===== config.mk =====
export PLATFORM = sky130hd
export DESIGN_NAME = mzb_geom
export DESIGN_NICKNAME = d
export VERILOG_FILES = /design/src/rtl/mzb_pkg.sv /design/src/rtl/mzb_geom.sv
export SDC_FILE = /design/constraint.sdc
export NUM_CORES = 1
export LEC_CHECK = 0
export BUFFER_PORTS_ARGS = -buffer_cell sky130_fd_sc_hd__buf_4
export CAP_MARGIN = 15
export CORE_MARGIN = 4
export CORE_UTILIZATION = 52
export DETAILED_ROUTE_END_ITERATION = 7
export GPL_ROUTABILITY_DRIVEN = 0
export PLACE_DENSITY_LB_ADDON = 0.25
export SLEW_MARGIN = 10
export SYNTH_ARGS = -nofsm -noshare
export SYNTH_HDL_FRONTEND = slang
export SYNTH_SLANG_ARGS = --single-unit

===== constraint.sdc =====
create_clock -name clk -period 2.4 [get_ports clk]
set_input_delay 0.24 -clock clk [delete_from_list [all_inputs] [get_ports clk]]
set_output_delay 0.24 -clock clk [all_outputs]
set_load 0.005 [all_outputs]

===== src/rtl/mzb_pkg.sv =====
`timescale 1ns / 1ps

package mzb_pkg;

  localparam int MAX_COLS  = 64;
  localparam int MAX_ROWS  = 16;
  localparam int COL_W     = 6;
  localparam int ROW_W     = 4;
  localparam int CELL_W    = COL_W + ROW_W;
  localparam int MAP_DEPTH = MAX_COLS * MAX_ROWS;

  localparam int GW_W   = 7;
  localparam int GH_W   = 5;
  localparam int CFG_W  = 7;

  localparam logic [GW_W-1:0]  GRID_W_RST    = GW_W'(59);
  localparam logic [GH_W-1:0]  GRID_H_RST    = GH_W'(14);
  localparam logic [COL_W-1:0] START_COL_RST = COL_W'(29);
  localparam logic [ROW_W-1:0] START_ROW_RST = ROW_W'(7);

  typedef enum logic [1:0] {
    CFG_GRID_W,
    CFG_GRID_H,
    CFG_START_COL,
    CFG_START_ROW
  } cfg_idx_t;

  typedef enum logic [1:0] {
    DIR_RIGHT,
    DIR_DOWN,
    DIR_LEFT,
    DIR_UP
  } dir_t;

  localparam logic KIND_STEP    = 1'b0;
  localparam logic KIND_RESTART = 1'b1;

  typedef enum logic [2:0] {
    EV_MOVED,
    EV_RETRY,
    EV_BACKTRACK,
    EV_FINISHED,
    EV_RESTARTED
  } ev_t;

  // grid size in use and clamped start cell
  typedef struct packed {
    logic [GW_W-1:0]  eff_w;
    logic [GH_W-1:0]  eff_h;
    logic [COL_W-1:0] start_col;
    logic [ROW_W-1:0] start_row;
  } geom_t;

endpackage


===== src/rtl/mzb_geom.sv =====
`timescale 1ns / 1ps

module mzb_geom (
  input  logic                       clk,
  input  logic                       rst_n,
  input  logic                       cfg_we,
  input  logic [1:0]                 cfg_idx,
  input  logic [mzb_pkg::CFG_W-1:0]  cfg_wdata,
  output mzb_pkg::geom_t             geom
);

  logic [mzb_pkg::GW_W-1:0]  grid_w_r;
  logic [mzb_pkg::GH_W-1:0]  grid_h_r;
  logic [mzb_pkg::COL_W-1:0] start_col_r;
  logic [mzb_pkg::ROW_W-1:0] start_row_r;
  logic [mzb_pkg::GW_W-1:0]  eff_w;
  logic [mzb_pkg::GH_W-1:0]  eff_h;

  always_ff @(posedge clk) begin
    if (!rst_n) begin
      grid_w_r    <= mzb_pkg::GRID_W_RST;
      grid_h_r    <= mzb_pkg::GRID_H_RST;
      start_col_r <= mzb_pkg::START_COL_RST;
      start_row_r <= mzb_pkg::START_ROW_RST;
    end else if (cfg_we) begin
      case (cfg_idx)
        mzb_pkg::CFG_GRID_W:    grid_w_r    <= cfg_wdata[mzb_pkg::GW_W-1:0];
        mzb_pkg::CFG_GRID_H:    grid_h_r    <= cfg_wdata[mzb_pkg::GH_W-1:0];
        mzb_pkg::CFG_START_COL: start_col_r <= cfg_wdata[mzb_pkg::COL_W-1:0];
        mzb_pkg::CFG_START_ROW: start_row_r <= cfg_wdata[mzb_pkg::ROW_W-1:0];
        default: ;
      endcase
    end
  end

  // zero counts as one, oversize saturates
  always_comb begin
    if (grid_w_r == '0) begin
      eff_w = mzb_pkg::GW_W'(1);
    end else if (grid_w_r > mzb_pkg::GW_W'(mzb_pkg::MAX_COLS)) begin
      eff_w = mzb_pkg::GW_W'(mzb_pkg::MAX_COLS);
    end else begin
      eff_w = grid_w_r;
    end
    if (grid_h_r == '0) begin
      eff_h = mzb_pkg::GH_W'(1);
    end else if (grid_h_r > mzb_pkg::GH_W'(mzb_pkg::MAX_ROWS)) begin
      eff_h = mzb_pkg::GH_W'(mzb_pkg::MAX_ROWS);
    end else begin
      eff_h = grid_h_r;
    end
  end

  assign geom.eff_w = eff_w;
  assign geom.eff_h = eff_h;
  // clamp start to last column / row in use
  assign geom.start_col = ({1'b0, start_col_r} < eff_w) ? start_col_r :
                          mzb_pkg::COL_W'(eff_w - mzb_pkg::GW_W'(1));
  assign geom.start_row = ({1'b0, start_row_r} < eff_h) ? start_row_r :
                          mzb_pkg::ROW_W'(eff_h - mzb_pkg::GH_W'(1));

endmodule


==> results.cfg, run 1 <==
[placement]
port_buffers = 33
pre_cts_ws_ps = 68.05
dp_cells = 223
detailed_place_hpwl_um = 2559

[worst_setup_path]
worst-path-buf-inv = 1
worstPathRequired_ps = 2160
crit_type = reg -> out
worstPathArrival_ps = 2280
end_kind = primary output
critPathMaxFanout = 6
critPathSlowestCell = dfxtp_4
crit_path_cell_trace = or3_4, o41a_4, ha_4, nand3_1, o21ai_1, a21oi_1, mux2_4, buf_6
cp_top_family = compound AO/OA/AOI/OAI gates
critPathMaxStageDelay_ps = 400
start_kind = flop

[clock_network]
cts_sinks = 22
cts_inserted_buffers = 3
root_buffer = clkbuf_4
cts_buffer_depth = 2
cts_hold_buf = 0
cts_tree = done
clock_latency_ps = 310
htree_levels = 1
path_clk_slew_ps = 130

[route]
routed_wl_um = 4375
via_per_inst = 5.814
post_drt_wl_per_cell_um = 18.46
final_antenna_net_count = 0
drt_pass1_iterations = 4
drc = 0
first_iter_violations = 72
vias = 1378

[yosys]
synth_area_um2 = 1388
ys_warn_count = 0
synth.avg_cell_area_um2 = 8.513
ys_types = 30
synthCells = 163
ys_ff_latch = 22
ys_seq_area_share_pct = 31.74
syn_nets = 185

[global_routing]
grt_pass1_wl_um = 6016
grt_pass1_vias = 1305
track_usage_pct = 22.18
grt_antenna_before_repair = 0
grt_remaining_overflow = 0
grt_max_degree = 23

[pwr]
leakage_uw = 0.0009635
vdd_drop_max_mv = 0.4357
power.density_nw_per_um2 = 467.9

[finish]
fillerInstances = 144
drive_gt1_share_pct = 45.41
syn_to_final_growth_pct = 48.24
final_cells = 237
diodes = 0
layout.nets = 230

[sta]
layout_setup_ws_ps = -123.5
maxSlewViolCount = 0
relSlewSlack_pct = 71.08
setup_violations = 5
rsz0062_at_grt = true
final_period_minus_worst_setup_slack_ps = 2523
max_freq_mhz = 396.3
worst_pin_slew_ps = 432.3
hold_viol_final = 0
final.setup_skew_ps = 0
fin_crit_sh_pct = 105.1

[flow_run]
drv_cap = 0

[floorplanning]
die_area_um2 = 3559
coreArea_um2 = 2500
die_x_um = 59.66
die_height_um = 59.66
num_rows = 18
ios = 34
start_util_pct = 55.51

[run_status]
violations = setup timing
status = finished, violations left

[worst_hold_path]
hold_path.class = in -> reg
worst reg2reg max path, stage by stage (launching register included):
cell and delay [ps]:
dfxtp_2 390, buf_4 180, mux2i_1 80, nor2b_1 130
repair_timing:
action | CTS | global route
setup endpoints to repair | 8 | 10
pin swaps | 4 | 11
resized for setup | 22 | 38
gates cloned | 0 | 0
endpoints found under the hold margin | 0 | 0
buffers inserted | 7 | 3
where the power goes:
group	internal (µW)	leakage (µW)	switching [µW]	total, µW
registers	377	0.000181	19.4	397
logic	156	0.000755	121	278
clock network	169	0.0000279	119	288
path summary, 6_finish.rpt:
kind / end / startpoint / cells after the start / slack [ps]
worst max-delay path: geom[8] / grid_w_r[3] / 8 / -120
worst max register to register: grid_w_r[6] / grid_w_r[6] / 3 / 1560
worst min-delay path: grid_w_r[5] / cfg_wdata[5] / 3 / 150
worst min register to register: start_col_r[1] / start_col_r[1] / 2 / 520
cell type report:
cell class | count | area, µm² | area share, %
multi-input combinational | 120 | 1067 | 51.89
sequential | 22 | 455.4 | 22.14
timing repair buffer | 47 | 386.6 | 18.80
inverter | 14 | 57.56 | 2.798
tap | 30 | 37.54 | 1.825
clock inverter | 1 | 30.03 | 1.460
clock buffer | 3 | 22.52 | 1.095
synthesized netlist by cell type (all sizes together):
library cell,instances,share of area (%)
a211oi,1,0.54
o2111ai,2,1.7
nand2b,4,1.8
nor4,2,0.90
a21boi,2,1.1
clkbuf,5,1.4
buf,2,0.81
o41a,1,0.90
xnor2,2,1.3
mux2,8,6.5
nor2b,6,2.7
mux2i,19,14
a21oi,4,1.4
nor3,2,0.72
a311oi,1,1.9
nor2,9,2.4
ha,10,9.0
nor3b,1,0.54
a21o,3,1.6
o21ai,2,0.72
inv,14,3.8
dfxtp,22,32
or3,2,1.3
nand3,6,2.2
nand2,31,8.4
nand3b,1,0.54
or2,1,0.45
sequential cells by signal (all words and copies together) (netlist names):
register	cells
grid_w_r	7
start_col_r	6
grid_h_r	5
start_row_r	4
cell usage in the layout, fill, tap and decap left out, types with 2 or more instances in the layout:
master / netlist / final
a21boi_0: 2 / 2
a21o_1: 3 / 3
a21oi_1: 4 / 2
a21oi_2: 0 / 2
buf_4: 1 / 38
buf_6: 0 / 9
clkbuf_4: 0 / 3
dfxtp_1: 22 / 16
dfxtp_2: 0 / 3
dfxtp_4: 0 / 3
ha_1: 10 / 3
ha_4: 0 / 6
inv_1: 14 / 12
mux2_4: 0 / 7
mux2i_1: 19 / 19
nand2_1: 31 / 26
nand2_2: 0 / 2
nand2_4: 0 / 3
nand2b_4: 0 / 3
nand3_1: 6 / 6
nor2_1: 9 / 8
nor2b_1: 6 / 5
nor3_1: 2 / 2
xnor2_1: 2 / 2
metal layers:
metal | global-route usage, % | part of all wire [%] | vias up
met2 | 37.19 | 52 | 51
met3 | 2.808 | 4.3 | 6
met1 | 29.93 | 42 | 680
met5 | 0 | 0 | -
li1 | - | - | 641
met4 | 5.696 | 1.3 | 0
logic make-up after synthesis:
| kind of cell | count (synthesis) | synth area share [%] |
|---|---|---|
| simple gates | 65 | 21.91 |
| mux | 27 | 20.20 |
| flops | 22 | 31.74 |
| buf+inv | 21 | 5.951 |
| compound gates | 16 | 9.919 |
| fa+ha+maj | 10 | 9.017 |
| xor+xnor | 2 | 1.263 |
through the flow:
| stage | hold WS (ps) | setup TNS [ps] | instance area (µm²) | utilization, % | power (µW) |
|---|---|---|---|---|---|
| floorplan | 364.0 | 0 | 1388 | - | 512.7 |
| global placement | 476.8 | 0 | 1673 | 66.92 | 592.3 |
| detailed placement | 475.3 | 0 | 1673 | 66.92 | 600.8 |
| CTS | 148.3 | -131.3 | 1868 | 74.72 | 911.0 |
| global route | 159.0 | -799.5 | 2057 | 82.28 | 1003 |
| finish | 153.4 | -305.0 | 2057 | 82.28 | 962.5 |
Note: power is estimated with default switching activity, not from simulation.
==> run 2: changes to the inputs <==
Settings changed: BUFFER_PORTS_ARGS -buffer_cell sky130_fd_sc_hd__buf_4 to -buffer_cell sky130_fd_sc_hd__buf_2.
==> results.cfg, run 2 (synthesis results as in run 1) <==
[worst_setup_path]
end_kind = primary output
cp-startpoint = grid_w_r[2]
worstPathRequired_ps = 2160
crit_path_cell_trace = or3_4, o41a_4, ha_4, nor2_1, a21oi_1, mux2_4, buf_6
worstPathArrival_ps = 2240
timing.rr.end = grid_w_r[2]
critPathMaxFanout = 4
start_kind = flop
critPathMaxStageDelay_ps = 410
reg2reg_from = grid_w_r[2]
reg2regPathDepth = 4
crit_path_end = geom[8]
crit_type = reg -> out
critPathSlowestCell = or3_4
rrSetupSlack_ps = 1470

[floorplanning]
start_util_pct = 55.51
ios = 34
die_area_um2 = 3559
num_rows = 18
coreArea_um2 = 2500
die_x_um = 59.66
die_height_um = 59.66

[route]
drc = 0
final_antenna_net_count = 0
routed_wl_um = 4262
drt_pass1_iterations = 4
post_drt_wl_per_cell_um = 17.54
vias = 1402
via_per_inst = 5.770
first_iter_violations = 61

[sta]
setup_violations = 5
relSlewSlack_pct = 69.05
setup_tns_ps = -332.9
worst_pin_slew_ps = 462.5
fin_crit_sh_pct = 103.5
maxSlewViolCount = 0
final_period_minus_worst_setup_slack_ps = 2484
max_freq_mhz = 402.7
final.setup_skew_ps = 0
layout_setup_ws_ps = -83.54
hold_viol_final = 0
rsz0062_at_grt = true

[worst_hold_path]
hold_path.class = in -> reg

[finish]
syn_to_final_growth_pct = 43.01
drive_gt1_share_pct = 46.48
largest_reg_flops = 7
top_register = grid_w_r
diodes = 0
largestRegisters = grid_w_r (7), start_col_r (6), grid_h_r (5)
final_cells = 243
layout_common_cells = buf_2 (32), nand2_1 (26), mux2i_1 (19)
layout.nets = 236
layout_commonest_cell = buf_2

[placement]
pre_cts_ws_ps = 51.11
detailed_place_hpwl_um = 2601
dp_cells = 223
port_buffers = 33

[global_routing]
grt_antenna_before_repair = 0
grt_pass1_vias = 1345
grt_remaining_overflow = 0
track_usage_pct = 23.15
grt_max_degree = 23
grt_pass1_wl_um = 6306

[clock_network]
cts_buffer_depth = 2
cts_sinks = 22
htree_levels = 1
cts_tree = done
clock_latency_ps = 310
root_buffer = clkbuf_4
cts_inserted_buffers = 3
path_clk_slew_ps = 130

[pwr]
vdd_drop_max_mv = 0.4033
leakage_uw = 0.0009321
power.density_nw_per_um2 = 434.4

[run_status]
status = finished, violations left
violations = setup timing

[flow_run]
drv_cap = 0
[run 2: cell types whose count changed in the layout (fill, tap and decap cells not counted), sizes merged]
cell	previous run	this run
bufinv	1	0
buf	47	53
clkbuf	3	4
[run 2: how the worst min path moves through the flow]
| stage | from | end | slack (ps) | depth (start not counted) |
|---|---|---|---|---|
| 4_1_cts | cfg_wdata[4] | start_col_r[4] | 170 | 3 |
| 2_1_floorplan | cfg_wdata[0] | start_col_r[0] | 360 | 2 |
| 3_3_place_gp | start_col_r[1] | start_col_r[1] | 480 | 2 |
| 6_report | cfg_wdata[4] | start_col_r[4] | 180 | 3 |
| 5_1_grt | cfg_wdata[4] | start_col_r[4] | 170 | 3 |
| 3_5_place_dp | start_col_r[1] | start_col_r[1] | 490 | 2 |
[run 2: critical path: cells and delay by family, from the launching register on]
kind	cells	cell delay, ps
and+or+nand+nor	2	530
AOI/OAI and AO/OA	2	440
DFF	1	380
muxes	1	270
adders and majority gates	1	190
buffers and inverters	1	120
[run 2: report_power, final]
group          leakage, µW  switching, µW  internal (µW)
Combinational     0.000731            120            135
Clock            0.0000210            118           92.7
Sequential        0.000181           19.3            377
[run 2: timing repair]
| item | CTS | global route |
|---|---|---|
| pin swaps | 4 | 7 |
| endpoints found under the setup margin | 10 | 10 |
| setup buffers | 11 | 5 |
| resized for setup | 38 | 16 |
| hold buffers | 0 | 0 |
[run 2: stage by stage]
step / utilization (%) / power (µW) / cell area, µm² / hold WS (ps)
3_3_place_gp: 63.61 / 570.7 / 1590 / 483.9
2_1_floorplan: - / 512.7 / 1388 / 364.0
6_report: 79.38 / 862.0 / 1984 / 175.1
3_5_place_dp: 63.61 / 580.4 / 1590 / 491.1
5_1_grt: 79.38 / 910.2 / 1984 / 165.8
4_1_cts: 74.52 / 826.1 / 1863 / 171.1
[run 2: cell type report]
class / instances / area (µm²)
Multi-Input combinational cell: 120 / 1054
Fill cell: 152 / 515.5
Sequential cell: 22 / 455.4
Timing Repair Buffer: 53 / 336.6
Inverter: 14 / 65.06
Tap cell: 30 / 37.54
Clock buffer: 4 / 36.28
[run 2: layer usage]
layer	routed length (µm)	part of all wire, %	vias up	track usage, %
li1	-	-	655	-
met1	1804	42	680	30.62
met2	2093	49	55	36.73
met3	260	6.1	12	4.104
met4	103	2.4	0	9.810
met5	0	0	-	0
==> run 3: changes to the inputs <==
Settings changed: BUFFER_PORTS_ARGS -buffer_cell sky130_fd_sc_hd__buf_2 to -buffer_cell sky130_fd_sc_hd__clkbuf_2.
==> results.cfg, run 3 (synthesis results as in run 1) <==
[clock_network]
htree_levels = 1
cts_sinks = 22
path_clk_slew_ps = 120
cts_buffer_depth = 2
clock_latency_ps = 300
cts_inserted_buffers = 3
root_buffer = clkbuf_4
cts_tree = done
cts_hold_buf = 0

[route]
drc = 0
drt_pass1_iterations = 4
post_drt_wl_per_cell_um = 15.09
via_per_inst = 5.466
final_antenna_net_count = 0
routed_wl_um = 3530
first_iter_violations = 42
vias = 1279

[pwr]
p_sw_uw = 236.6
vdd_drop_max_mv = 0.3837
p_clk_share_pct = 21.3
totalPowerFinal_uw = 799.2
p_sw_share_pct = 29.61
leakage_uw = 0.0008751
p_seq_share_pct = 49.5
power.density_nw_per_um2 = 432.1
p_comb_share_pct = 29.2
p_int_uw = 562.5

[placement]
detailed_place_hpwl_um = 2431
port_buffers = 33
place_area_um2 = 1590

[flow_run]
drv_cap = 0

[worst_setup_path]
cp_top_family = compound AO/OA/AOI/OAI gates
crit_path_cell_trace = clkinv_4, nand2_4, ha_4, o21ai_2, nand2b_1, a21oi_2, a311oi_4, buf_6, mux2_2, clkbuf_2
worstPathRequired_ps = 2160
critPathSlowestCell = dfxtp_2
worst-path-buf-inv = 3
critPathMaxStageDelay_ps = 360
worstPathArrival_ps = 2200
end_kind = primary output
start_kind = flop
critPathMaxFanout = 7
crit_type = reg -> out

[finish]
drive_gt1_share_pct = 41.18
diodes = 0
layout.nets = 228
syn_to_final_growth_pct = 33.27
largestRegisters = grid_w_r (7), start_col_r (6), grid_h_r (5)
largest_reg_flops = 7
layout_commonest_cell = clkbuf_2
top_register = grid_w_r
utilization_pct = 73.97
final_area_um2 = 1849
fillerInstances = 173
layout_common_cells = clkbuf_2 (31), nand2_1 (26), mux2i_1 (19)

[worst_hold_path]
hold_path.class = in -> reg

[floorplanning]
start_util_pct = 55.51
num_rows = 18
ios = 34
die_area_um2 = 3559
die_x_um = 59.66
die_height_um = 59.66
coreArea_um2 = 2500

[sta]
final_period_minus_worst_setup_slack_ps = 2441
hold_viol_final = 0
worst_pin_slew_ps = 448.6
layout_setup_ws_ps = -41.35
relSlewSlack_pct = 69.98
maxSlewViolCount = 0
final.setup_skew_ps = 0
rsz0062_at_grt = true
fin_crit_sh_pct = 101.7
setup_violations = 4
max_freq_mhz = 409.6

[global_routing]
grt_pass1_vias = 1237
grt_antenna_before_repair = 0
grt_pass1_wl_um = 5575
track_usage_pct = 20.11
grt_max_degree = 23
grt_remaining_overflow = 0

[run_status]
violations = setup timing
status = finished, violations left
## run 3: worst paths after layout
check / startpoint / to / slack (ps) / cells after the start
worst max register to register: grid_w_r[6] / grid_w_r[6] / 1560 / 3
worst min-delay path: cfg_wdata[5] / grid_w_r[5] / 170 / 3
worst min register to register: grid_h_r[1] / grid_h_r[1] / 520 / 2
worst max-delay path: grid_w_r[6] / geom[8] / -40 / 10
## run 3: metal layers
metal  GRT usage [%]  part of all wire, %  up-vias
met2           32.10                   48       36
met3           4.104                  5.3        4
li1                -                    -      640
met5               0                    0        -
met1           27.84                   46      599
met4           4.430                 0.76        0
## run 3: power groups by stage
stage	Sequential (µW)	Combinational (µW)	Clock, µW
after detailed placement	401	178	0
after floorplan	397	115	0
after global routing	398	256	185
final	396	234	170
after global placement	401	171	0
after CTS	395	204	170
## run 3: through the flow
| step | setup WS (ps) | cells | setup TNS (ps) | hold WS, ps |
|---|---|---|---|---|
| global placement | 144.0 | 223 | 0 | 484.6 |
| detailed placement | 68.94 | 223 | 0 | 494.0 |
| CTS | -15.47 | 232 | -49.83 | 170.5 |
| global route | -141.0 | 234 | -594.9 | 182.0 |
| finish | -41.35 | 234 | -83.25 | 167.6 |
| floorplan | 234.2 | 163 | 0 | 364.0 |
## run 3: final cells by class
cell class	count	area, µm²	share of cell area (%)
Clock buffer	3	22.52	1.218
Inverter	14	57.56	3.112
Multi-Input combinational cell	120	1016	54.94
Sequential cell	22	450.4	24.36
Tap cell	30	37.54	2.030
Timing Repair Buffer	45	265.3	14.34
## run 3: worst reg2reg max path, stage by stage (launching register included)
cell and delay, ps:
dfxtp_2 360, buf_4 170, mux2i_1 160, nor2b_1 70
## run 3: repair_timing
item                                    4_1_cts  5_1_grt
setup buffers                                 6        2
resized for setup                            21       18
endpoints found under the setup margin        8       10
pin swaps                                     3        5
hold endpoints to repair                      0        0
cloned                                        0        0
